<file path="src/hdl/ps2mc_pkg.sv">
package ps2mc_pkg;

   // Width of one byte from the mouse and of the screen size registers.
   localparam int unsigned BYTE_BITS = 8;
   localparam int unsigned SIZE_BITS = 12;

   // Configuration bus geometry.
   localparam int unsigned CSR_ADDR_BITS = 3;
   localparam int unsigned CSR_DATA_BITS = 32;

   // Register indexes on the configuration bus.
   localparam logic REG_SCREEN_WIDTH  = 1'b0;
   localparam logic REG_SCREEN_HEIGHT = 1'b1;

   // Reset values of the screen size registers.
   localparam logic [SIZE_BITS-1:0] SCREEN_WIDTH_RESET  = 12'd80;
   localparam logic [SIZE_BITS-1:0] SCREEN_HEIGHT_RESET = 12'd25;

   // Bit positions inside the status byte.
   localparam int unsigned STATUS_LEFT_BIT   = 0;
   localparam int unsigned STATUS_RIGHT_BIT  = 1;
   localparam int unsigned STATUS_MIDDLE_BIT = 2;
   localparam int unsigned STATUS_XOVF_BIT   = 6;
   localparam int unsigned STATUS_YOVF_BIT   = 7;

   // Position of the next byte within a three byte packet.
   typedef enum logic [1:0] {
      PHASE_STATUS,
      PHASE_X_DELTA,
      PHASE_Y_DELTA
   } phase_type;

   // Decoded actions for the current byte.
   typedef struct packed {
      logic load_status;
      logic load_x_delta;
      logic emit;
   } byte_action_type;

endpackage

</file>
<file path="src/hdl/ps2mc_req_if.sv">
interface ps2mc_req_if
   import ps2mc_pkg::*;
();
   logic                 valid;
   logic                 ready;
   logic [BYTE_BITS-1:0] data_byte;

   modport source (output valid, output data_byte, input ready);
   modport sink   (input valid, input data_byte, output ready);
endinterface

</file>
<file path="src/hdl/ps2mc_rsp_if.sv">
interface ps2mc_rsp_if #(
   parameter int unsigned POS_BITS = 11
) ();
   logic                valid;
   logic                ready;
   logic [POS_BITS-1:0] cursor_x;
   logic [POS_BITS-1:0] cursor_y;
   logic                left_button;
   logic                right_button;
   logic                middle_button;
   logic                x_overflowed;
   logic                y_overflowed;

   modport source (
      output valid, output cursor_x, output cursor_y, output left_button,
      output right_button, output middle_button, output x_overflowed,
      output y_overflowed, input ready
   );
   modport sink (
      input valid, input cursor_x, input cursor_y, input left_button,
      input right_button, input middle_button, input x_overflowed,
      input y_overflowed, output ready
   );
endinterface

</file>
<file path="src/hdl/ps2mc_axis_clamp.sv">
module ps2mc_axis_clamp
   import ps2mc_pkg::*;
#(
   parameter int unsigned POS_BITS = 11
) (
   input  logic [POS_BITS-1:0]  pos,
   input  logic [BYTE_BITS-1:0] delta_byte,
   input  logic                 subtract,
   input  logic [SIZE_BITS-1:0] size,
   output logic [POS_BITS-1:0]  pos_next
);

   // Common working width: holds the position plus or minus a byte delta,
   // and the largest bound, with a sign bit to spare.
   localparam int unsigned CW = ((POS_BITS > SIZE_BITS) ? POS_BITS : SIZE_BITS) + 2;
   localparam logic [CW-1:0] POS_MAX_EXT = (CW'(1) << POS_BITS) - CW'(1);

   logic [CW-1:0] pos_ext;
   logic [CW-1:0] delta_ext;
   logic [CW-1:0] sum;
   logic [CW-1:0] size_m1;
   logic [CW-1:0] bound;
   logic [CW-1:0] clamped;

   // Apply the signed delta to the current position.
   always_comb begin
      pos_ext   = CW'(pos);
      delta_ext = {{(CW-BYTE_BITS){delta_byte[BYTE_BITS-1]}}, delta_byte};
      sum       = subtract ? (pos_ext - delta_ext) : (pos_ext + delta_ext);
   end

   // Upper bound is size minus one, a size of zero acting as one, and
   // never beyond the largest position.
   always_comb begin
      size_m1 = (size == '0) ? '0 : (CW'(size) - CW'(1));
      bound   = (size_m1 > POS_MAX_EXT) ? POS_MAX_EXT : size_m1;
   end

   // Clamp into the range zero through the bound.
   always_comb begin
      if (sum[CW-1]) begin
         clamped = '0;
      end else if (sum > bound) begin
         clamped = bound;
      end else begin
         clamped = sum;
      end
      pos_next = clamped[POS_BITS-1:0];
   end

endmodule

</file>
<file path="src/hdl/ps2_mouse_packet_cursor_core.sv">
// PS/2 mouse packet decoder with a clamped cursor.
// The request channel carries one mouse byte per word. Bytes are taken in a
// repeating order of status, X delta and Y delta. The status and X delta
// bytes produce no response; the Y delta byte updates the cursor and sends
// one response word with the clamped position and the held button and
// overflow flags.
// Latency: the response word is valid in the cycle after the Y delta byte
// is accepted. Throughput: one byte per cycle while the response register
// is free or being taken; the cursor update feeds a single response register.
// The APB port holds the screen width (address 0) and height (address 4).
// The cursor is clamped to 0 .. size-1 on each axis, a size of zero acting as one, capped at the largest position.
// Reset returns the packet phase to the status byte, sets the cursor to
// column 5, row 2 and the screen size to 80 by 25, and drops any pending
// response. While the receiver stalls, the response holds and a new byte is
// accepted only when the response register is empty or being taken.
module ps2_mouse_packet_cursor_core
   import ps2mc_pkg::*;
#(
   parameter int unsigned POS_BITS = 11
) (
   input  logic                     clock,
   input  logic                     reset,
   ps2mc_req_if.sink                req_bus,
   ps2mc_rsp_if.source              rsp_bus,
   input  logic                     psel,
   input  logic                     penable,
   input  logic                     pwrite,
   input  logic [CSR_ADDR_BITS-1:0] paddr,
   input  logic [CSR_DATA_BITS-1:0] pwdata,
   output logic [CSR_DATA_BITS-1:0] prdata,
   output logic                     pready
);

   localparam logic [POS_BITS-1:0] POS_MAX   = {POS_BITS{1'b1}};
   localparam logic [POS_BITS-1:0] POS_X_RST = POS_BITS'(5) & POS_MAX;
   localparam logic [POS_BITS-1:0] POS_Y_RST = POS_BITS'(2) & POS_MAX;

   logic [SIZE_BITS-1:0] screen_width_ff;
   logic [SIZE_BITS-1:0] screen_height_ff;
   logic                 csr_write;
   logic                 csr_index;

   phase_type            phase_ff;
   phase_type            phase_in;
   byte_action_type      action;
   logic [BYTE_BITS-1:0] status_hold_ff;
   logic [BYTE_BITS-1:0] x_delta_hold_ff;
   logic [POS_BITS-1:0]  pos_x_ff;
   logic [POS_BITS-1:0]  pos_y_ff;
   logic [POS_BITS-1:0]  pos_x_in;
   logic [POS_BITS-1:0]  pos_y_in;

   logic                 req_fire;
   logic                 rsp_valid_ff;
   logic                 rsp_valid_in;
   logic [POS_BITS-1:0]  rsp_x_ff;
   logic [POS_BITS-1:0]  rsp_y_ff;
   logic [BYTE_BITS-1:0] rsp_status_ff;

   // Configuration access; writes complete in the access cycle.
   assign pready    = 1'b1;
   assign csr_write = psel && penable && pwrite;
   assign csr_index = paddr[2];

   always_comb begin
      unique case (csr_index)
         REG_SCREEN_WIDTH:  prdata = CSR_DATA_BITS'(screen_width_ff);
         REG_SCREEN_HEIGHT: prdata = CSR_DATA_BITS'(screen_height_ff);
         default:           prdata = '0;
      endcase
   end

   always_ff @(posedge clock) begin
      if (reset) begin
         screen_width_ff  <= SCREEN_WIDTH_RESET;
         screen_height_ff <= SCREEN_HEIGHT_RESET;
      end else if (csr_write) begin
         unique case (csr_index)
            REG_SCREEN_WIDTH:  screen_width_ff  <= pwdata[SIZE_BITS-1:0];
            REG_SCREEN_HEIGHT: screen_height_ff <= pwdata[SIZE_BITS-1:0];
            default:           screen_width_ff  <= screen_width_ff;
         endcase
      end
   end

   // A byte is taken when the response register is free or draining.
   assign req_bus.ready = !rsp_valid_ff || rsp_bus.ready;
   assign req_fire      = req_bus.valid && req_bus.ready;

   // Packet phase: next state.
   always_comb begin
      unique case (phase_ff)
         PHASE_X_DELTA: phase_in = PHASE_Y_DELTA;
         PHASE_Y_DELTA: phase_in = PHASE_STATUS;
         default:       phase_in = PHASE_X_DELTA;
      endcase
   end

   // Packet phase: decoded actions for the current byte.
   always_comb begin
      action = '0;
      unique case (phase_ff)
         PHASE_X_DELTA: action.load_x_delta = 1'b1;
         PHASE_Y_DELTA: action.emit         = 1'b1;
         default:       action.load_status  = 1'b1;
      endcase
   end

   // Cursor update on each axis; Y moves opposite to the mouse delta.
   ps2mc_axis_clamp #(.POS_BITS(POS_BITS)) u_clamp_x (
      .pos        (pos_x_ff),
      .delta_byte (x_delta_hold_ff),
      .subtract   (1'b0),
      .size       (screen_width_ff),
      .pos_next   (pos_x_in)
   );

   ps2mc_axis_clamp #(.POS_BITS(POS_BITS)) u_clamp_y (
      .pos        (pos_y_ff),
      .delta_byte (req_bus.data_byte),
      .subtract   (1'b1),
      .size       (screen_height_ff),
      .pos_next   (pos_y_in)
   );

   // Control state: phase, cursor and response valid.
   assign rsp_valid_in = (req_fire && action.emit) || (rsp_valid_ff && !rsp_bus.ready);

   always_ff @(posedge clock) begin
      if (reset) begin
         phase_ff        <= PHASE_STATUS;
         status_hold_ff  <= '0;
         x_delta_hold_ff <= '0;
         pos_x_ff        <= POS_X_RST;
         pos_y_ff        <= POS_Y_RST;
         rsp_valid_ff    <= 1'b0;
      end else begin
         rsp_valid_ff <= rsp_valid_in;
         if (req_fire) begin
            phase_ff <= phase_in;
            if (action.load_status) begin
               status_hold_ff <= req_bus.data_byte;
            end
            if (action.load_x_delta) begin
               x_delta_hold_ff <= req_bus.data_byte;
            end
            if (action.emit) begin
               pos_x_ff <= pos_x_in;
               pos_y_ff <= pos_y_in;
            end
         end
      end
   end

   // Response payload register.
   always_ff @(posedge clock) begin
      if (req_fire && action.emit) begin
         rsp_x_ff      <= pos_x_in;
         rsp_y_ff      <= pos_y_in;
         rsp_status_ff <= status_hold_ff;
      end
   end

   assign rsp_bus.valid         = rsp_valid_ff;
   assign rsp_bus.cursor_x      = rsp_x_ff;
   assign rsp_bus.cursor_y      = rsp_y_ff;
   assign rsp_bus.left_button   = rsp_status_ff[STATUS_LEFT_BIT];
   assign rsp_bus.right_button  = rsp_status_ff[STATUS_RIGHT_BIT];
   assign rsp_bus.middle_button = rsp_status_ff[STATUS_MIDDLE_BIT];
   assign rsp_bus.x_overflowed  = rsp_status_ff[STATUS_XOVF_BIT];
   assign rsp_bus.y_overflowed  = rsp_status_ff[STATUS_YOVF_BIT];

endmodule

</file>
<file path="src/flat_wrapper.sv">
// flat-port wrapper written by rule: the top's interface ports become plain ports
module ps2_mouse_packet_cursor_core_flat import ps2mc_pkg::*;
#(
   parameter int unsigned POS_BITS = 11
)
  (clock, reset, psel, penable, pwrite, paddr, pwdata, prdata, pready, req_bus_valid, req_bus_data_byte, req_bus_ready, rsp_bus_valid, rsp_bus_cursor_x, rsp_bus_cursor_y, rsp_bus_left_button, rsp_bus_right_button, rsp_bus_middle_button, rsp_bus_x_overflowed, rsp_bus_y_overflowed, rsp_bus_ready);
  ps2mc_req_if req_bus_i ();
  ps2mc_rsp_if #(.POS_BITS(POS_BITS)) rsp_bus_i ();
  input  logic clock;
  input  logic reset;
  input  logic psel;
  input  logic penable;
  input  logic pwrite;
  input  logic [CSR_ADDR_BITS-1:0] paddr;
  input  logic [CSR_DATA_BITS-1:0] pwdata;
  output logic [CSR_DATA_BITS-1:0] prdata;
  output logic pready;
  input wire logic [$bits(req_bus_i.valid)-1:0] req_bus_valid;
  input wire logic [$bits(req_bus_i.data_byte)-1:0] req_bus_data_byte;
  output wire logic [$bits(req_bus_i.ready)-1:0] req_bus_ready;
  output wire logic [$bits(rsp_bus_i.valid)-1:0] rsp_bus_valid;
  output wire logic [$bits(rsp_bus_i.cursor_x)-1:0] rsp_bus_cursor_x;
  output wire logic [$bits(rsp_bus_i.cursor_y)-1:0] rsp_bus_cursor_y;
  output wire logic [$bits(rsp_bus_i.left_button)-1:0] rsp_bus_left_button;
  output wire logic [$bits(rsp_bus_i.right_button)-1:0] rsp_bus_right_button;
  output wire logic [$bits(rsp_bus_i.middle_button)-1:0] rsp_bus_middle_button;
  output wire logic [$bits(rsp_bus_i.x_overflowed)-1:0] rsp_bus_x_overflowed;
  output wire logic [$bits(rsp_bus_i.y_overflowed)-1:0] rsp_bus_y_overflowed;
  input wire logic [$bits(rsp_bus_i.ready)-1:0] rsp_bus_ready;
  assign req_bus_i.valid = req_bus_valid;
  assign req_bus_i.data_byte = req_bus_data_byte;
  assign req_bus_ready = req_bus_i.ready;
  assign rsp_bus_valid = rsp_bus_i.valid;
  assign rsp_bus_cursor_x = rsp_bus_i.cursor_x;
  assign rsp_bus_cursor_y = rsp_bus_i.cursor_y;
  assign rsp_bus_left_button = rsp_bus_i.left_button;
  assign rsp_bus_right_button = rsp_bus_i.right_button;
  assign rsp_bus_middle_button = rsp_bus_i.middle_button;
  assign rsp_bus_x_overflowed = rsp_bus_i.x_overflowed;
  assign rsp_bus_y_overflowed = rsp_bus_i.y_overflowed;
  assign rsp_bus_i.ready = rsp_bus_ready;
  ps2_mouse_packet_cursor_core #(.POS_BITS(POS_BITS)) u_core (.clock(clock), .reset(reset), .req_bus(req_bus_i), .rsp_bus(rsp_bus_i), .psel(psel), .penable(penable), .pwrite(pwrite), .paddr(paddr), .pwdata(pwdata), .prdata(prdata), .pready(pready));
endmodule
</file>
<file path="config.mk">
export PLATFORM = sky130hd
export DESIGN_NAME = ps2_mouse_packet_cursor_core_flat
export DESIGN_NICKNAME = d
export VERILOG_FILES = /design/src/hdl/ps2mc_pkg.sv /design/src/hdl/ps2mc_req_if.sv /design/src/hdl/ps2mc_rsp_if.sv /design/src/hdl/ps2mc_axis_clamp.sv /design/src/hdl/ps2_mouse_packet_cursor_core.sv /design/src/flat_wrapper.sv
export SDC_FILE = /design/constraint.sdc
export NUM_CORES = 1
export LEC_CHECK = 0
export ABC_AREA = 1
export BUFFER_PORTS_ARGS = -buffer_cell sky130_fd_sc_hd__buf_2
export CORE_UTILIZATION = 55
export CTS_CLUSTER_DIAMETER = 200
export DETAILED_ROUTE_END_ITERATION = 8
export GPL_ROUTABILITY_DRIVEN = 0
export HOLD_SLACK_MARGIN = 0.06
export PLACE_DENSITY = 0.8
export SKIP_CTS_REPAIR_TIMING = 1
export SLEW_MARGIN = 10
export SYNTH_ARGS = -nofsm -noshare
export SYNTH_HDL_FRONTEND = slang
export SYNTH_SLANG_ARGS = --single-unit
</file>
<file path="constraint.sdc">
create_clock -name clock -period 4.1 [get_ports clock]
set_clock_uncertainty 0.1 [all_clocks]
set_input_delay 1.025 -clock clock [delete_from_list [all_inputs] [get_ports clock]]
set_output_delay 1.025 -clock clock [all_outputs]
set_load 0.03 [all_outputs]
</file>
* Word level (Yosys, flattened, before mapping)
Cells that the tools add are included.
** Operators by class
- Add/subtract/negate cells :: 4
- Order comparisons :: 4
- Eq/ne operators :: 2
- Multiplexer cells :: 12
- Bitwise logic cells :: 2
- Reductions and logical operators :: 17
** Operators by type and width (count)
- one-hot mux 32 bit (2 select lines) :: 1
- 2-to-1 mux 14 bit :: 4
- 2-to-1 mux 11 bit :: 4
- > comparator 14 x 11 -> 1 bit, second input constant :: 2
- > comparator 14 bit :: 2
- subtractor 12 x 1 -> 13 bit, second input constant :: 2
- zero test 12 bit :: 2
- adder 12 x 8 -> 13 bit :: 1
- subtractor 12 x 8 -> 13 bit :: 1
- AND reduction 2 bit :: 5
- logical AND 1 bit :: 5
- one-hot mux 2 bit (2 select lines) :: 1
- == test 2 x 1 -> 1 bit, second input constant :: 1
- == test 2 bit, second input constant :: 1
- zero test 1 bit :: 2
- logical OR 1 bit :: 2
- 2-to-1 mux 1 bit :: 2
- inverter 1 bit :: 2
- OR reduction 2 bit :: 1
** Word-level totals
- Bits in registers :: 95
- Output and inout bits :: 62
- Word-level logic and storage cells :: 52

* Depth between registers and ports, before layout
- Word-level depth :: 7
- Depth in mapped cells :: 25
- Depth with buffers taken out :: 25

* By module
Synthesis repeated with hierarchy kept, for this count alone.
** Second synthesis, totals
- Cell total of the unflattened synthesis :: 1226
- Area, all modules :: 7583.5 um^2
** Modules (own cells, without submodules)
- ps2_mouse_packet_cursor_core :: times used 1, cells an instance 533, area an instance 3996.3 um^2, seq. area each 2052.0 um^2
- ps2mc_axis_clamp (u_core.u_clamp_x) :: times used 1, cells an instance 352, area an instance 1851.8 um^2, seq. area each 0.0 um^2
- ps2mc_axis_clamp (u_core.u_clamp_y) :: times used 1, cells an instance 341, area an instance 1735.4 um^2, seq. area each 0.0 um^2

* Worst setup path after synthesis
OpenSTA, ideal clock, no wires.
- Kind :: input port to flip-flop
- Start point :: input port req_bus_data_byte[7]
- End point :: register u_core.rsp_y_ff[5] (netlist: u_core.rsp_bus.cursor_y[5]), data pin
- Setup time :: 252 ps
- Data arrival time :: 3427 ps
- Data required time :: 3748 ps
- Slack :: 321 ps
- Stages :: 20
- Cell sequence :: inv_1 > ha_1 > nand2_1 > inv_1 > a21oi_1 > nand3_1 > nand2_1 > nand2_1 > a21oi_1 > xor2_1 > ha_1 > nand3_1 > inv_1 > a21oi_1 > nand2_1 > nand2_1 > buf_6 > nand2_1 > nand3_1 > inv_1
** On the way
- Word-level cells in the longest chain between the ends :: 4
** Ends and longest elaborated chain
- from (decl) :: line flat_wrapper.sv:19 : input wire logic [$bits(req_bus_i.data_byte)-1:0] req_bus_data_byte;
- subtractor 12 x 8 -> 13 bit * :: line ps2mc_axis_clamp.sv:29 : sum = subtract ? (pos_ext - delta_ext) : (pos_ext + delta_ext);
- > comparator 14 bit :: line ps2mc_axis_clamp.sv:43 : end else if (sum > bound) begin
- 2-to-1 mux 11 bit :: line ps2mc_axis_clamp.sv:43
- 2-to-1 mux 11 bit * :: line ps2mc_axis_clamp.sv:41 : if (sum[CW-1]) begin
- via u_core.pos_y_in[5] :: line ps2_mouse_packet_cursor_core.sv:51 : logic [POS_BITS-1:0] pos_y_in;
- to (signal assigned) :: line ps2_mouse_packet_cursor_core.sv:159 : rsp_y_ff <= pos_y_in;
- to (decl) :: line ps2_mouse_packet_cursor_core.sv:57 : logic [POS_BITS-1:0] rsp_y_ff;
The timed path passes the listed nets; every way through them passes the cells marked *.
A chain may end at the register's enable or synchronous reset.

* Worst setup path after layout
- Start point :: input port req_bus_data_byte[6]
- End point :: register u_core.rsp_y_ff[3] (netlist: u_core.rsp_bus.cursor_y[3]), data pin
Same word-level chain as after synthesis.

==> out/metrics.cfg <==
[run_status]
status=finished, violations left
violations=DRC

[grt]
grt_pass1_vias=5552
grt_usage_pct=25.8
grt.overflow.total=0
grt_max_degree=52
grt_pass1_wl_um=25900
antenna_found_initial=0

[floorplanning]
initial_utilization_pct=57.2
die_h_um=112
io_pins=112
rows=39
coreArea_um2=11600
die_w_um=112
die-area_um2=12500

[clocking]
cts_made_buffers=9
cts_sinks=89
htreeDepth=3
path_clk_slew_ps=70
cts_tree=done
clock_latency_ps=350
root_buffer=clkbuf_16
cts_buffer_depth=2

[critical_path]
crit_path_end_kind=register
path_class=in -> reg
cp.required_ps=4100
worstPathArrival_ps=3760
startpoint_type=input pin
critPathMaxFanout=10

[yosys]
synth_cell_types=39
syn_inst=955
syn_area_um2=6610
ys_seq_area_share_pct=31.0
synth_seq_cells=89
syn_avg_cell_area_um2=6.93
yosys_warnings=0

[layout]
post-route-util_pct=64.9
stdcell_count=1189
drive_gt1_share_pct=17.1
syn_to_final_growth_pct=13.5
final_nets=1147
layout_commonest_cell=nand2_1
n_antenna_cell=0
final_cell_mix=nand2_1, inv_1, a21oi_1, buf_2, o21ai_0

[flow_run]
drv_cap=0

[timing]
timing.final.crit_share_pct=91.7
hold_violations=0
timing.hold.ws_ps=337
tightest_slew_ps=692
fin_tns_setup_ps=0
setup_viol=0
rsz0062_at_grt=no
finalMaxSlewViolations=0
fmax_mhz=266
slew_headroom_pct=53.8
finalCriticalPeriod_ps=3760

[detailed_routing]
drt_pass1_iterations=7
vias=6158
wl_um=15500
via_per_inst=5.18
drc=5
drtIter0Drc=428
wire_per_inst_um=13.1
ant_nets=0

[placement]
dp_cells=1173
numPortBuffers=68
dp_hpwl_um=11800

[power_and_ir_drop]
p_total_uw=2440
peakVddDrop_mv=0.211
leakage_uw=0.00397
pwr_density_cell_nw_per_um2=325

[hold_path]
min_path_type=reg -> reg

[per-layer routing]
layer	track usage, %	wire [um]	vias to the layer above
met5	0	0	-
met4	10.6	349	0
met3	3.65	907	26
met2	40.7	6920	214
met1	35.5	7350	2726
li1	-	-	3192
[cell usage after synthesis, drive strengths merged]
master / instances / area [um^2]
nand2: 265 / 1040
inv: 154 / 578
a21oi: 83 / 453
nor2: 77 / 365
nand3: 73 / 433
o21ai: 66 / 330
dfxtp: 62 / 1240
ha: 54 / 676
buf: 28 / 208
edfxtp: 27 / 811
clkbuf: 16 / 60.1
xor2: 14 / 123
nand4: 13 / 103
nor3: 6 / 41.3
xnor2: 4 / 35.0
nand3b: 3 / 22.5
clkinv: 2 / 12.5
conb: 2 / 7.51
fa: 2 / 40.0
or2: 2 / 12.5
a21boi: 1 / 18.8
o21a: 1 / 7.51
[where the power goes]
group	leakage, uW	internal (uW)	total [uW]	switching [uW]
Combinational	0.00307	209	605	396
Sequential	0.000749	944	967	22.8
Clock	0.000153	492	867	376
[cell families (layout without fill, tap and decap cells)]
family	Yosys count	after routing	share of synthesized area, %
and+or+nand+nor	439	439	30.4
buffers and inverters	200	268	13.0
AOI/OAI and AO/OA	151	151	12.2
DFF	89	89	31.0
adders and majority gates	56	56	10.8
xor gates and xnor gates	18	18	2.38
other	2	25	0.114
[stage by stage]
step | worst slack (ps) | instance area, um^2
6_report | 341 | 7510
5_1_grt | 20.5 | 7510
4_1_cts | 370 | 7500
3_5_place_dp | 23.9 | 7190
3_3_place_gp | 44.5 | 7190
2_1_floorplan | 321 | 6700
[layout make-up]
| class | count | area, um^2 |
|---|---|---|
| Multi-Input combinational cell | 689 | 3790 |
| Fill cell | 1049 | 4060 |
| Tap cell | 143 | 179 |
| Sequential cell | 89 | 2050 |
| Inverter | 156 | 591 |
| Clock inverter | 5 | 42.5 |
| Timing Repair Buffer | 96 | 576 |
| Clock buffer | 11 | 275 |
[final timing paths]
path,startpoint,endpoint,slack (ps),depth (start not counted)
worst min register to register,u_core.status_hold_ff[0]$_SDFFE_PP0P_,u_core.rsp_status_ff[0]$_DFFE_PP_,340,0
worst max register to register,u_core.x_delta_hold_ff[0]$_SDFFE_PP0P_,u_core.rsp_bus.cursor_x[0]$_DFFE_PP_,520,18
worst min-delay path,u_core.status_hold_ff[0]$_SDFFE_PP0P_,u_core.rsp_status_ff[0]$_DFFE_PP_,340,0
worst max-delay path,req_bus_data_byte[6],u_core.rsp_bus.cursor_y[3]$_DFFE_PP_,340,20
[critical path, stage by stage]
cell      delay (ps)
buf_2            100
inv_1             50
ha_1             320
buf_4            150
nand2_1           90
inv_1             50
a21oi_1          190
inv_1             60
nand2_1           70
nand4_1           80
nand2_1          110
inv_1             70
ha_1             300
nand3_1          150
nor3_4           190
nand2_1          130
a21boi_4         330
nand2_1           90
nand3_1          140
inv_1             70
[sequential cells by signal, summed over array words and instances, names as in the netlist, 2 cells and up]
register / cells
u_core.screen_width_ff: 12
u_core.x_delta_hold_ff: 8
u_core.rsp_status_ff: 5
u_core.status_hold_ff: 5
u_core.screen_height_ff: 12
u_core.rsp_bus.cursor_x: 11
u_core.rsp_bus.cursor_y: 11
u_core.phase_ff: 2
u_core.pos_y_ff: 11
u_core.pos_x_ff: 11
Note: power is estimated with default switching activity, not from simulation.
